$ cat config.mk
export PLATFORM = sky130hd
export DESIGN_NAME = source_text_tokenizer
export DESIGN_NICKNAME = d
export VERILOG_FILES = /design/src/stt_pkg.sv /design/src/stt_out_queue.sv /design/src/source_text_tokenizer.sv
export VERILOG_INCLUDE_DIRS = /design/src /design/src/src
export SDC_FILE = /design/constraint.sdc
export NUM_CORES = 1
export LEC_CHECK = 0
export ABC_AREA = 1
export BUFFER_PORTS_ARGS = -buffer_cell sky130_fd_sc_hd__buf_2
export CORE_MARGIN = 2
export CORE_UTILIZATION = 30
export CTS_CLUSTER_DIAMETER = 80
export DETAILED_ROUTE_END_ITERATION = 10
export PLACE_DENSITY_LB_ADDON = 0.3
export SLEW_MARGIN = 20
export SYNTH_ARGS = -nofsm -noshare
export SYNTH_HDL_FRONTEND = slang
export SYNTH_SLANG_ARGS = --single-unit
$ cat constraint.sdc
create_clock -name aclk -period 10.77 [get_ports aclk]
set_input_delay 0.5385 -clock aclk [delete_from_list [all_inputs] [get_ports aclk]]
set_output_delay 0.5385 -clock aclk [all_outputs]
set_load 0.02 [all_outputs]
$ cat src/source_text_tokenizer_defines.svh
// Assertion macros for the source text tokenizer.
`ifndef SOURCE_TEXT_TOKENIZER_DEFINES_SVH
`define SOURCE_TEXT_TOKENIZER_DEFINES_SVH
`ifndef ASSERT_OFF
`define STT_ASSERT(label, clk, rstn, prop) \
    label: assert property (@(posedge clk) disable iff (!rstn) (prop)) \
        else $error("assertion failed");
`define STT_ASSERT_RST(label, clk, prop) \
    label: assert property (@(posedge clk) (prop)) else $error("assertion failed");
`else
`define STT_ASSERT(label, clk, rstn, prop)
`define STT_ASSERT_RST(label, clk, prop)
`endif
`endif

$ cat src/stt_pkg.sv
// Types, token codes and keyword lookup for the source text tokenizer.
package stt_pkg;

    typedef enum logic [3:0] {
        M_IDLE   = 4'd0,
        M_IDENT  = 4'd1,
        M_NUM    = 4'd2,
        M_NUMDOT = 4'd3,
        M_FRAC   = 4'd4,
        M_STR    = 4'd5,
        M_CMT    = 4'd6,
        M_SLASH  = 4'd7,
        M_OP     = 4'd8
    } scan_mode_t;

    localparam logic [5:0] K_LPAREN   = 6'd0;
    localparam logic [5:0] K_RPAREN   = 6'd1;
    localparam logic [5:0] K_LBRACE   = 6'd2;
    localparam logic [5:0] K_RBRACE   = 6'd3;
    localparam logic [5:0] K_SEMI     = 6'd4;
    localparam logic [5:0] K_COLON    = 6'd5;
    localparam logic [5:0] K_COMMA    = 6'd6;
    localparam logic [5:0] K_DOT      = 6'd7;
    localparam logic [5:0] K_MINUS    = 6'd8;
    localparam logic [5:0] K_PLUS     = 6'd10;
    localparam logic [5:0] K_SLASH    = 6'd12;
    localparam logic [5:0] K_SLASH_EQ = 6'd13;
    localparam logic [5:0] K_STAR     = 6'd14;
    localparam logic [5:0] K_PERCENT  = 6'd16;
    localparam logic [5:0] K_BANG     = 6'd18;
    localparam logic [5:0] K_EQUAL    = 6'd20;
    localparam logic [5:0] K_LESS     = 6'd22;
    localparam logic [5:0] K_GREATER  = 6'd24;
    localparam logic [5:0] K_IDENT    = 6'd26;
    localparam logic [5:0] K_STRING   = 6'd27;
    localparam logic [5:0] K_NUMBER   = 6'd28;
    localparam logic [5:0] K_AND      = 6'd29;
    localparam logic [5:0] K_BREAK    = 6'd30;
    localparam logic [5:0] K_CASE     = 6'd31;
    localparam logic [5:0] K_CLASS    = 6'd32;
    localparam logic [5:0] K_CONTINUE = 6'd33;
    localparam logic [5:0] K_DEFAULT  = 6'd34;
    localparam logic [5:0] K_ELSE     = 6'd35;
    localparam logic [5:0] K_FALSE    = 6'd36;
    localparam logic [5:0] K_FOR      = 6'd37;
    localparam logic [5:0] K_FUN      = 6'd38;
    localparam logic [5:0] K_IF       = 6'd39;
    localparam logic [5:0] K_NIL      = 6'd40;
    localparam logic [5:0] K_OR       = 6'd41;
    localparam logic [5:0] K_PRINT    = 6'd42;
    localparam logic [5:0] K_RETURN   = 6'd43;
    localparam logic [5:0] K_SUPER    = 6'd44;
    localparam logic [5:0] K_SWITCH   = 6'd45;
    localparam logic [5:0] K_THIS     = 6'd46;
    localparam logic [5:0] K_TRUE     = 6'd47;
    localparam logic [5:0] K_VAR      = 6'd48;
    localparam logic [5:0] K_WHILE    = 6'd49;
    localparam logic [5:0] K_EOF      = 6'd50;
    localparam logic [5:0] K_ERR_CHAR = 6'd51;
    localparam logic [5:0] K_ERR_STR  = 6'd52;

    localparam int MAX_RES = 3;

    // One result item: kind, start, length, line.
    typedef struct packed {
        logic [5:0]  kind;
        logic [15:0] start;
        logic [15:0] len;
        logic [15:0] line;
    } token_t;

    // Up to three results that one input item causes.
    typedef struct packed {
        logic [1:0] count;
        token_t     t0;
        token_t     t1;
        token_t     t2;
    } result_set_t;

    function automatic logic is_alpha(input logic [7:0] c);
        return (c >= 8'h61 && c <= 8'h7a) || (c >= 8'h41 && c <= 8'h5a) || c == 8'h5f;
    endfunction

    function automatic logic is_digit(input logic [7:0] c);
        return c >= 8'h30 && c <= 8'h39;
    endfunction

    function automatic logic [5:0] op_kind(input logic [7:0] c);
        case (c)
            8'h2d:   return K_MINUS;
            8'h2b:   return K_PLUS;
            8'h2f:   return K_SLASH;
            8'h2a:   return K_STAR;
            8'h25:   return K_PERCENT;
            8'h21:   return K_BANG;
            8'h3d:   return K_EQUAL;
            8'h3c:   return K_LESS;
            default: return K_GREATER;
        endcase
    endfunction

    // Match the first eight prefix bytes against the keyword list; w is
    // packed with byte 0 in the top bits, unused tail bytes ignored by length.
    function automatic logic [5:0] keyword_kind(input logic [63:0] w, input logic [3:0] n);
        logic [5:0] k;
        k = K_IDENT;
        case (n)
            4'd2: begin
                if (w[63:48] == "if") k = K_IF;
                if (w[63:48] == "or") k = K_OR;
            end
            4'd3: begin
                if (w[63:40] == "and") k = K_AND;
                if (w[63:40] == "for") k = K_FOR;
                if (w[63:40] == "fun") k = K_FUN;
                if (w[63:40] == "nil") k = K_NIL;
                if (w[63:40] == "var") k = K_VAR;
            end
            4'd4: begin
                if (w[63:32] == "case") k = K_CASE;
                if (w[63:32] == "else") k = K_ELSE;
                if (w[63:32] == "this") k = K_THIS;
                if (w[63:32] == "true") k = K_TRUE;
            end
            4'd5: begin
                if (w[63:24] == "break") k = K_BREAK;
                if (w[63:24] == "class") k = K_CLASS;
                if (w[63:24] == "false") k = K_FALSE;
                if (w[63:24] == "print") k = K_PRINT;
                if (w[63:24] == "super") k = K_SUPER;
                if (w[63:24] == "while") k = K_WHILE;
            end
            4'd6: begin
                if (w[63:16] == "return") k = K_RETURN;
                if (w[63:16] == {"sw", "itch"}) k = K_SWITCH;
            end
            4'd7: begin
                if (w[63:8] == {"d", "efault"}) k = K_DEFAULT;
            end
            4'd8: begin
                if (w == {"co", "ntinue"}) k = K_CONTINUE;
            end
            default: k = K_IDENT;
        endcase
        return k;
    endfunction

endpackage

$ cat src/stt_out_queue.sv
// Output queue that spreads a set of up to three tokens over the result channel.
module stt_out_queue (
    input  logic                 aclk,
    input  logic                 aresetn,
    input  logic                 push,
    input  stt_pkg::result_set_t set_in,
    output logic                 can_push,
    output logic                 m_tvalid,
    input  logic                 m_tready,
    output stt_pkg::token_t      m_tok,
    output logic                 m_last
);
    import stt_pkg::*;

    `include "source_text_tokenizer_defines.svh"

    // Two set slots; each slot delivers its tokens one by one.
    result_set_t slot_reg [2];
    logic [1:0]  idx_reg;
    logic        rd_reg, wr_reg;
    logic [1:0]  fill_reg;
    logic        pop_tok, pop_set;
    result_set_t head;

    assign head     = slot_reg[rd_reg];
    assign m_tvalid = fill_reg != 2'd0;
    assign pop_tok  = m_tvalid && m_tready;
    assign pop_set  = pop_tok && (idx_reg + 2'd1 == head.count);
    assign m_last   = idx_reg + 2'd1 == head.count;
    assign can_push = fill_reg != 2'd2 || pop_set;

    always_comb begin
        case (idx_reg)
            2'd0:    m_tok = head.t0;
            2'd1:    m_tok = head.t1;
            default: m_tok = head.t2;
        endcase
    end

    // Store pushed sets; empty sets are never pushed.
    always_ff @(posedge aclk) begin
        if (push && can_push) slot_reg[wr_reg] <= set_in;
    end

    always_ff @(posedge aclk) begin
        if (!aresetn) begin
            idx_reg  <= '0;
            rd_reg   <= 1'b0;
            wr_reg   <= 1'b0;
            fill_reg <= '0;
        end else begin
            if (push && can_push) wr_reg <= ~wr_reg;
            if (pop_set) begin
                rd_reg  <= ~rd_reg;
                idx_reg <= '0;
            end else if (pop_tok) begin
                idx_reg <= idx_reg + 2'd1;
            end
            fill_reg <= fill_reg + {1'b0, push && can_push} - {1'b0, pop_set};
        end
    end

    `STT_ASSERT(a_fill_max, aclk, aresetn, fill_reg != 2'd3)
    `STT_ASSERT(a_idx_in_set, aclk, aresetn, m_tvalid |-> idx_reg < head.count)
    `STT_ASSERT(a_no_push_full, aclk, aresetn, (push && fill_reg == 2'd2 && !pop_set) |-> !can_push)

endmodule

$ cat src/source_text_tokenizer.sv
// Top level of the streaming source text tokenizer.
// Takes one source byte per item (or an end marker) and emits tokens of
// kind, start offset, length and line. A byte is accepted every cycle while
// the result queue has room; the scan step is one registered pass per byte.
// Items that produce several tokens (up to three) hand them to the result
// channel one at a time; the two-set output queue keeps taking bytes while
// earlier tokens wait, and stalls the input once both sets are held.
module source_text_tokenizer #(
    parameter int MAX_SOURCE_BYTES   = 65536,
    parameter int KEYWORD_PREFIX_LEN = 8
) (
    input  logic        aclk,
    input  logic        aresetn,
    input  logic        s_tvalid,
    output logic        s_tready,
    input  logic [7:0]  s_tdata,  // [7:0] text_byte
    input  logic        s_tuser,  // [0] end_marker
    output logic        m_tvalid,
    input  logic        m_tready,
    output logic [55:0] m_tdata,  // [5:0] token_kind, [21:6] start_offset,
                                  // [37:22] token_length, [53:38] line_number
    output logic        m_tlast   // last_of_run
);
    import stt_pkg::*;

    `include "source_text_tokenizer_defines.svh"

    localparam int CAP_I = (MAX_SOURCE_BYTES - 1 < 65535) ? MAX_SOURCE_BYTES - 1 : 65535;
    localparam logic [15:0] POS_CAP = 16'(CAP_I);
    localparam int PW = $clog2(KEYWORD_PREFIX_LEN);

    scan_mode_t  mode_reg, mode_next;
    logic [15:0] pos_reg, pos_next, start_reg, start_next, line_reg, line_next;
    logic [7:0]  held_reg, held_next;
    logic [7:0]  pre_reg [KEYWORD_PREFIX_LEN];
    logic        pre_we;
    logic [PW-1:0] pre_wa;
    logic [7:0]  pre_wd;

    result_set_t set;
    logic        can_push, accept;
    token_t      m_tok;

    assign s_tready = can_push;
    assign accept   = s_tvalid && s_tready;

    function automatic logic [15:0] adv(input logic [15:0] p);
        return (p < POS_CAP) ? p + 16'd1 : p;
    endfunction

    // Scan step: fold one byte or the end marker into the state.
    always_comb begin
        logic [7:0]  c;
        logic        redo;
        logic [15:0] len;
        logic [63:0] w;
        logic [5:0]  ik;
        c = s_tdata;
        mode_next = mode_reg; pos_next = pos_reg; start_next = start_reg;
        line_next = line_reg; held_next = held_reg;
        pre_we = 1'b0; pre_wa = '0; pre_wd = c;
        set = '0;
        redo = 1'b0;
        len = pos_reg - start_reg;
        w = '0;
        for (int i = 0; i < 8; i++) w[63-8*i -: 8] = pre_reg[i];
        ik = (len > 16'(KEYWORD_PREFIX_LEN) || len > 16'd8) ? K_IDENT :
             keyword_kind(w, len[3:0]);
        if (s_tuser) begin
            case (mode_reg)
                M_IDENT:       set.t0 = '{ik, start_reg, len, line_reg};
                M_NUM, M_FRAC: set.t0 = '{K_NUMBER, start_reg, len, line_reg};
                M_STR:         set.t0 = '{K_ERR_STR, start_reg, len, line_reg};
                M_SLASH:       set.t0 = '{K_SLASH, start_reg, len, line_reg};
                M_OP:          set.t0 = '{op_kind(held_reg), start_reg, len, line_reg};
                default:       set.t0 = '0;
            endcase
            if (mode_reg == M_NUMDOT) begin
                set.t0 = '{K_NUMBER, start_reg, len, line_reg};
                set.t1 = '{K_DOT, pos_reg, adv(pos_reg) - pos_reg, line_reg};
                set.t2 = '{K_EOF, adv(pos_reg), 16'd0, line_reg};
                set.count = 2'd3;
            end else if (mode_reg == M_IDLE || mode_reg == M_CMT) begin
                set.t0 = '{K_EOF, pos_reg, 16'd0, line_reg};
                set.count = 2'd1;
            end else begin
                set.t1 = '{K_EOF, pos_reg, 16'd0, line_reg};
                set.count = 2'd2;
            end
            mode_next = M_IDLE; pos_next = '0; start_next = '0;
            line_next = 16'd1; held_next = '0;
        end else begin
            case (mode_reg)
                M_IDENT: begin
                    if (is_alpha(c) || is_digit(c)) begin
                        if (len < 16'(KEYWORD_PREFIX_LEN)) begin
                            pre_we = 1'b1; pre_wa = len[PW-1:0];
                        end
                        pos_next = adv(pos_reg);
                    end else begin
                        set.t0 = '{ik, start_reg, len, line_reg}; set.count = 2'd1;
                        redo = 1'b1;
                    end
                end
                M_NUM: begin
                    if (is_digit(c)) pos_next = adv(pos_reg);
                    else if (c == 8'h2e) mode_next = M_NUMDOT;
                    else begin
                        set.t0 = '{K_NUMBER, start_reg, len, line_reg}; set.count = 2'd1;
                        redo = 1'b1;
                    end
                end
                M_NUMDOT: begin
                    if (is_digit(c)) begin
                        pos_next = adv(adv(pos_reg)); mode_next = M_FRAC;
                    end else begin
                        set.t0 = '{K_NUMBER, start_reg, len, line_reg};
                        set.t1 = '{K_DOT, pos_reg, adv(pos_reg) - pos_reg, line_reg};
                        set.count = 2'd2;
                        pos_next = adv(pos_reg); start_next = pos_reg;
                        redo = 1'b1;
                    end
                end
                M_FRAC: begin
                    if (is_digit(c)) pos_next = adv(pos_reg);
                    else begin
                        set.t0 = '{K_NUMBER, start_reg, len, line_reg}; set.count = 2'd1;
                        redo = 1'b1;
                    end
                end
                M_STR: begin
                    pos_next = adv(pos_reg);
                    if (c == 8'h22) begin
                        set.t0 = '{K_STRING, start_reg, pos_next - start_reg, line_reg};
                        set.count = 2'd1; mode_next = M_IDLE;
                    end else if (c == 8'h0a && line_reg != 16'hffff) begin
                        line_next = line_reg + 16'd1;
                    end
                end
                M_CMT: begin
                    if (c == 8'h0a) redo = 1'b1;
                    else pos_next = adv(pos_reg);
                end
                M_SLASH: begin
                    if (c == 8'h2f) begin
                        pos_next = adv(pos_reg); mode_next = M_CMT;
                    end else if (c == 8'h3d) begin
                        pos_next = adv(pos_reg); mode_next = M_IDLE;
                        set.t0 = '{K_SLASH_EQ, start_reg, pos_next - start_reg, line_reg};
                        set.count = 2'd1;
                    end else begin
                        set.t0 = '{K_SLASH, start_reg, len, line_reg}; set.count = 2'd1;
                        redo = 1'b1;
                    end
                end
                M_OP: begin
                    if (c == 8'h3d) begin
                        pos_next = adv(pos_reg); mode_next = M_IDLE;
                        set.t0 = '{op_kind(held_reg) + 6'd1, start_reg,
                                   pos_next - start_reg, line_reg};
                        set.count = 2'd1;
                    end else begin
                        set.t0 = '{op_kind(held_reg), start_reg, len, line_reg};
                        set.count = 2'd1;
                        redo = 1'b1;
                    end
                end
                default: redo = 1'b1;
            endcase
            // Idle handling, also for the byte that ended a token.
            if (redo) begin
                logic [15:0] p;
                token_t      t;
                logic        hit;
                p = pos_next;
                mode_next = M_IDLE;
                hit = 1'b1;
                t = '0;
                if (c == 8'h20 || c == 8'h0d || c == 8'h09) begin
                    pos_next = adv(p); hit = 1'b0;
                end else if (c == 8'h0a) begin
                    if (line_reg != 16'hffff) line_next = line_reg + 16'd1;
                    pos_next = adv(p); hit = 1'b0;
                end else begin
                    start_next = p; pos_next = adv(p);
                    hit = 1'b0;
                    if (is_alpha(c)) begin
                        pre_we = 1'b1; pre_wa = '0; mode_next = M_IDENT;
                    end else if (is_digit(c)) begin
                        mode_next = M_NUM;
                    end else begin
                        case (c)
                            8'h22: mode_next = M_STR;
                            8'h2f: mode_next = M_SLASH;
                            8'h2d, 8'h2b, 8'h2a, 8'h25, 8'h21, 8'h3d, 8'h3c, 8'h3e: begin
                                held_next = c; mode_next = M_OP;
                            end
                            default: begin
                                hit = 1'b1;
                                case (c)
                                    8'h28:   t.kind = K_LPAREN;
                                    8'h29:   t.kind = K_RPAREN;
                                    8'h7b:   t.kind = K_LBRACE;
                                    8'h7d:   t.kind = K_RBRACE;
                                    8'h3b:   t.kind = K_SEMI;
                                    8'h3a:   t.kind = K_COLON;
                                    8'h2c:   t.kind = K_COMMA;
                                    8'h2e:   t.kind = K_DOT;
                                    default: t.kind = K_ERR_CHAR;
                                endcase
                                t.start = p; t.len = pos_next - p; t.line = line_next;
                            end
                        endcase
                    end
                end
                if (hit) begin
                    case (set.count)
                        2'd0:    set.t0 = t;
                        2'd1:    set.t1 = t;
                        default: set.t2 = t;
                    endcase
                    set.count = set.count + 2'd1;
                end
            end
        end
    end

    // Scan state registers.
    always_ff @(posedge aclk) begin
        if (!aresetn) begin
            mode_reg  <= M_IDLE;
            pos_reg   <= '0;
            start_reg <= '0;
            line_reg  <= 16'd1;
            held_reg  <= '0;
        end else if (accept) begin
            mode_reg  <= mode_next;
            pos_reg   <= pos_next;
            start_reg <= start_next;
            line_reg  <= line_next;
            held_reg  <= held_next;
        end
    end

    // Prefix buffer of the identifier being scanned.
    always_ff @(posedge aclk) begin
        if (accept && pre_we) pre_reg[pre_wa] <= pre_wd;
    end

    stt_out_queue u_queue (
        .aclk     (aclk),
        .aresetn  (aresetn),
        .push     (accept && set.count != 2'd0),
        .set_in   (set),
        .can_push (can_push),
        .m_tvalid (m_tvalid),
        .m_tready (m_tready),
        .m_tok    (m_tok),
        .m_last   (m_tlast)
    );

    assign m_tdata = {2'b00, m_tok.line, m_tok.len, m_tok.start, m_tok.kind};

    `STT_ASSERT(a_pos_cap, aclk, aresetn, pos_reg <= POS_CAP)
    `STT_ASSERT(a_line_nz, aclk, aresetn, line_reg != 16'd0)
    `STT_ASSERT(a_eof_reset, aclk, aresetn, (accept && s_tuser) |=> (pos_reg == 16'd0 && mode_reg == M_IDLE))

endmodule

==> key figures <==
Detailed routing
  – DRC violations left: 0
  – Via count normalized by instance count: around 5.5
  – Number of design-rule violations left by the first detailed-router iteration: 3,258
  – Final Routed Wirelength: 110,400 um
  – Post-DRT Antenna Nets: 0
  – Total via count after detailed routing: between 20,000 and 30,000
  – DR pass1 iterations: 6
  – Routed len/inst: 23.06 um

Global route
  – Total GRT Usage: 22.07%
  – Maximum number of pins on one net before global-route repair: 158
  – First-pass GRT wire length: 161,800 um
  – Number of global-route vias before repair: ~24,000
  – Initial antenna violation count: 2
  – Overflow left after global routing: 0

Worst hold path
  – Hold WC Path Type: in -> reg
  – Min-Delay Startpoint: aresetn

Worst setup path
  – Timing startpoint of the critical path: pos_reg[1]
  – Arrival time reported for the critical path endpoint: between 7000 and 8000 ps
  – Critical path's slowest cell: dfxtp_1
  – Type of the worst setup path: reg -> reg
  – Cell class contributing the biggest share of worst-path delay: simple AND/OR/NAND/NOR gates
  – Startpoint class of the critical path: flip-flop
  – Kind of capture point of the worst setup path: flip-flop
  – CP max FO: 13
  – Startpoint of the most critical register-to-register path: pos_reg[1]
  – Required time at the endpoint of the critical path: 11,080 ps
  – Delay of the slowest cell on the worst path: between 600 and 700 ps
  – Buffering stage count on the worst path with inverters included: 1

Clocking
  – CTS Sinks: 451
  – Cells resized by post-CTS repair: 0
  – Clock buffer count from CTS: 49
  – Clock network latency to the later pin of the worst-skew pair: about 610 ps
  – Setup bufs post-CTS: 0
  – CTS tree: done
  – Maximum clock path buffer count: 3
  – Root Driver: clkbuf_16
  – Htree depth: 2
  – Post-CTS Hold Fix Bufs: 0
  – Clock-pin slew on the worst setup and hold paths: 60 ps

Layout
  – Share of post-route cells with drive strength above 1: 8.626%
  – Antenna diode count: 0
  – Net total in the final layout: 3,585
  – Number of flip-flops under the largest register name: 320
  – Area growth from synthesis to layout: 11.19%

Pwr
  – Power per unit of standard cell area: 203.5 mW/mm^2
  – Fraction of power spent switching nets: 41.26%
  – Pleak: 12.04 nW
  – Part of the total power dissipated in combinational logic: 39.4%
  – Internal cell power: ~3.7 mW
  – Switching pwr: between 2 and 3 mW
  – Sequential share of power: approximately a third
  – Clock network power share: 25.4%
  – Worst supply voltage drop on vdd: 0.1118 mV

Logic synthesis
  – Area contributors post-synth: edfxtp_1, nand2_1, nor2_1
  – Synth Cell Area: 0.02819 mm^2
  – Avg Cell Area, Syn: 8.053 um^2
  – Synthesis warning total: 0
  – Number of enable-type register cells in the synthesized netlist: 384
  – Fraction of post-synthesis cell area in the top cell type by area: 40.90%
  – Cell type contributing the most total cell area after synthesis: edfxtp_1
  – Library cells used by synthesis: just under 70
  – Number of instances in the synthesized netlist: 3,501
  – Most instantiated library cell after synthesis: nand2_1
  – Synthesis-stage register bit count: ~450
  – Sequential cell area fraction in the yosys report: 45.66%
  – Fraction of synthesis flops using an asynchronous set or reset pin: 0%
  – Dominant synthesized flop cell: edfxtp_1
  – Most frequent cells after synthesis: nand2_1, nor2_1, edfxtp_1, inv_1, o21ai_0

Die
  – Die Area: ~0.096 mm^2
  – Core area: 0.09319 mm^2
  – Die extent in x: 310.6 um
  – IO Count: 72
  – Initial Utilization: between 30 and 40%
  – Site row count: approximately 110
  – Die H: 310.6 um

Flow run
  – Max-cap violation count: 0

Timing
  – Final period utilization: 68.04%
  – Final setup violating endpoints: 0
  – Setup Total Neg Slack: 0 ps
  – Post-Route Hold Slack: 209.0 ps
  – Number of pins with negative max-slew slack in the final report: 0
  – Actual transition at the worst max-transition pin: 1098 ps
  – Setup WS post-layout: approximately 3400 ps
  – Shortest clock period the worst path allows after layout: 7328 ps
  – Final hold vios: 0
  – Final setup skew: 28.13 ps
  – Relative slew slack: 26.25%
  – Maximum operating frequency: 0.1365 GHz
  – Setup repair after global routing missed its margin: no

Placement
  – Post-placement setup slack: 3648 ps
  – PortBufs: 69
  – RD Place Congestion: 1.013
  – Post-DP HPWL: approximately 80,000 um

Status
  – Result of the run: complete, no violations
## worst reg2reg max path: cells and delay by family (launching register included)
family,cells,cell delay [ps]
DFF,1,690
and+or+nand+nor,20,2600
adders and majority gates,5,1880
AOI/OAI and AO/OA,7,1520
xor gates and xnor gates,1,280
buffers and inverters,1,80
## power by group through the flow
stage	Clock [mW]	Sequential [mW]	Combinational [mW]
5_1_grt	1.71	2.27	2.71
3_5_place_dp	0	2.28	2.47
6_report	1.62	2.25	2.51
2_1_floorplan	0	2.29	1.59
3_3_place_gp	0	2.28	2.48
4_1_cts	1.65	2.25	2.48
## layer usage
layer / part of all wire [%] / GRT usage [%]
met5: 0.059 / 0
met4: 4.8 / 10.12
met3: 8.7 / 4.025
met2: 43 / 33.32
met1: 43 / 30.59
## logic make-up (layout without fill, tap and decap cells)
group	after synthesis	in the layout	synth area share, %
XOR/XNOR	68	68	2.112
AND/OR/NAND/NOR	1558	1558	24.36
other	1	2	0.01330
adder cells (fa/ha/maj)	74	74	3.391
flip-flops	451	451	45.66
buffers and inverters	533	567	7.340
AO/OA/AOI/OAI	816	816	17.13
## stage by stage
step                      std cells  utilization (%)  instance area, um^2  total power, mW
after floorplan                3502                -                28200            3.880
after global placement         4700            31.98                29800            4.755
after detailed placement       4700            31.98                29800            4.751
after CTS                      4789            33.62                31330            6.376
after global routing           4790            33.64                31350            6.689
final                          4790            33.64                31350            6.380
## path summary, 6_finish.rpt
check,to,cells past startpoint,slack (ps)
worst min-delay path,u_queue.fill_reg[0],3,210
worst min register to register,held_reg[7],2,450
worst max register to register,u_queue.slot_reg[1][135],34,3440
worst max-delay path,u_queue.slot_reg[1][135],34,3440
## cell usage in the layout (no fill, tap or decap), drive strengths merged, types with 5 or more instances in the layout
cell / count
nand4: 43
o21a: 5
o211ai: 10
nor4: 19
clkbuf: 55
o31ai: 13
o22ai: 96
xor2: 54
or2: 8
clkinvlp: 7
o21ai: 324
o221ai: 74
o2111ai: 5
xnor2: 14
inv: 365
o311ai: 18
dfxtp: 67
clkinv: 31
a22oi: 17
ha: 70
a31oi: 13
nor2: 561
edfxtp: 384
nand3: 193
buf: 107
nand2: 649
a21oi: 211
nand3b: 9
o21bai: 7
nor3: 66
## area by class of cell
type | count | area [um^2]
clock inverter | 34 | 260.3
tap | 1254 | 1569
inverter | 371 | 1403
fill | 9723 | 61840
clock buffer | 55 | 1270
sequential | 451 | 12880
multi-input combinational | 2518 | 13300
timing repair buffer | 107 | 668.1
Power figures use the tool's default switching activity.
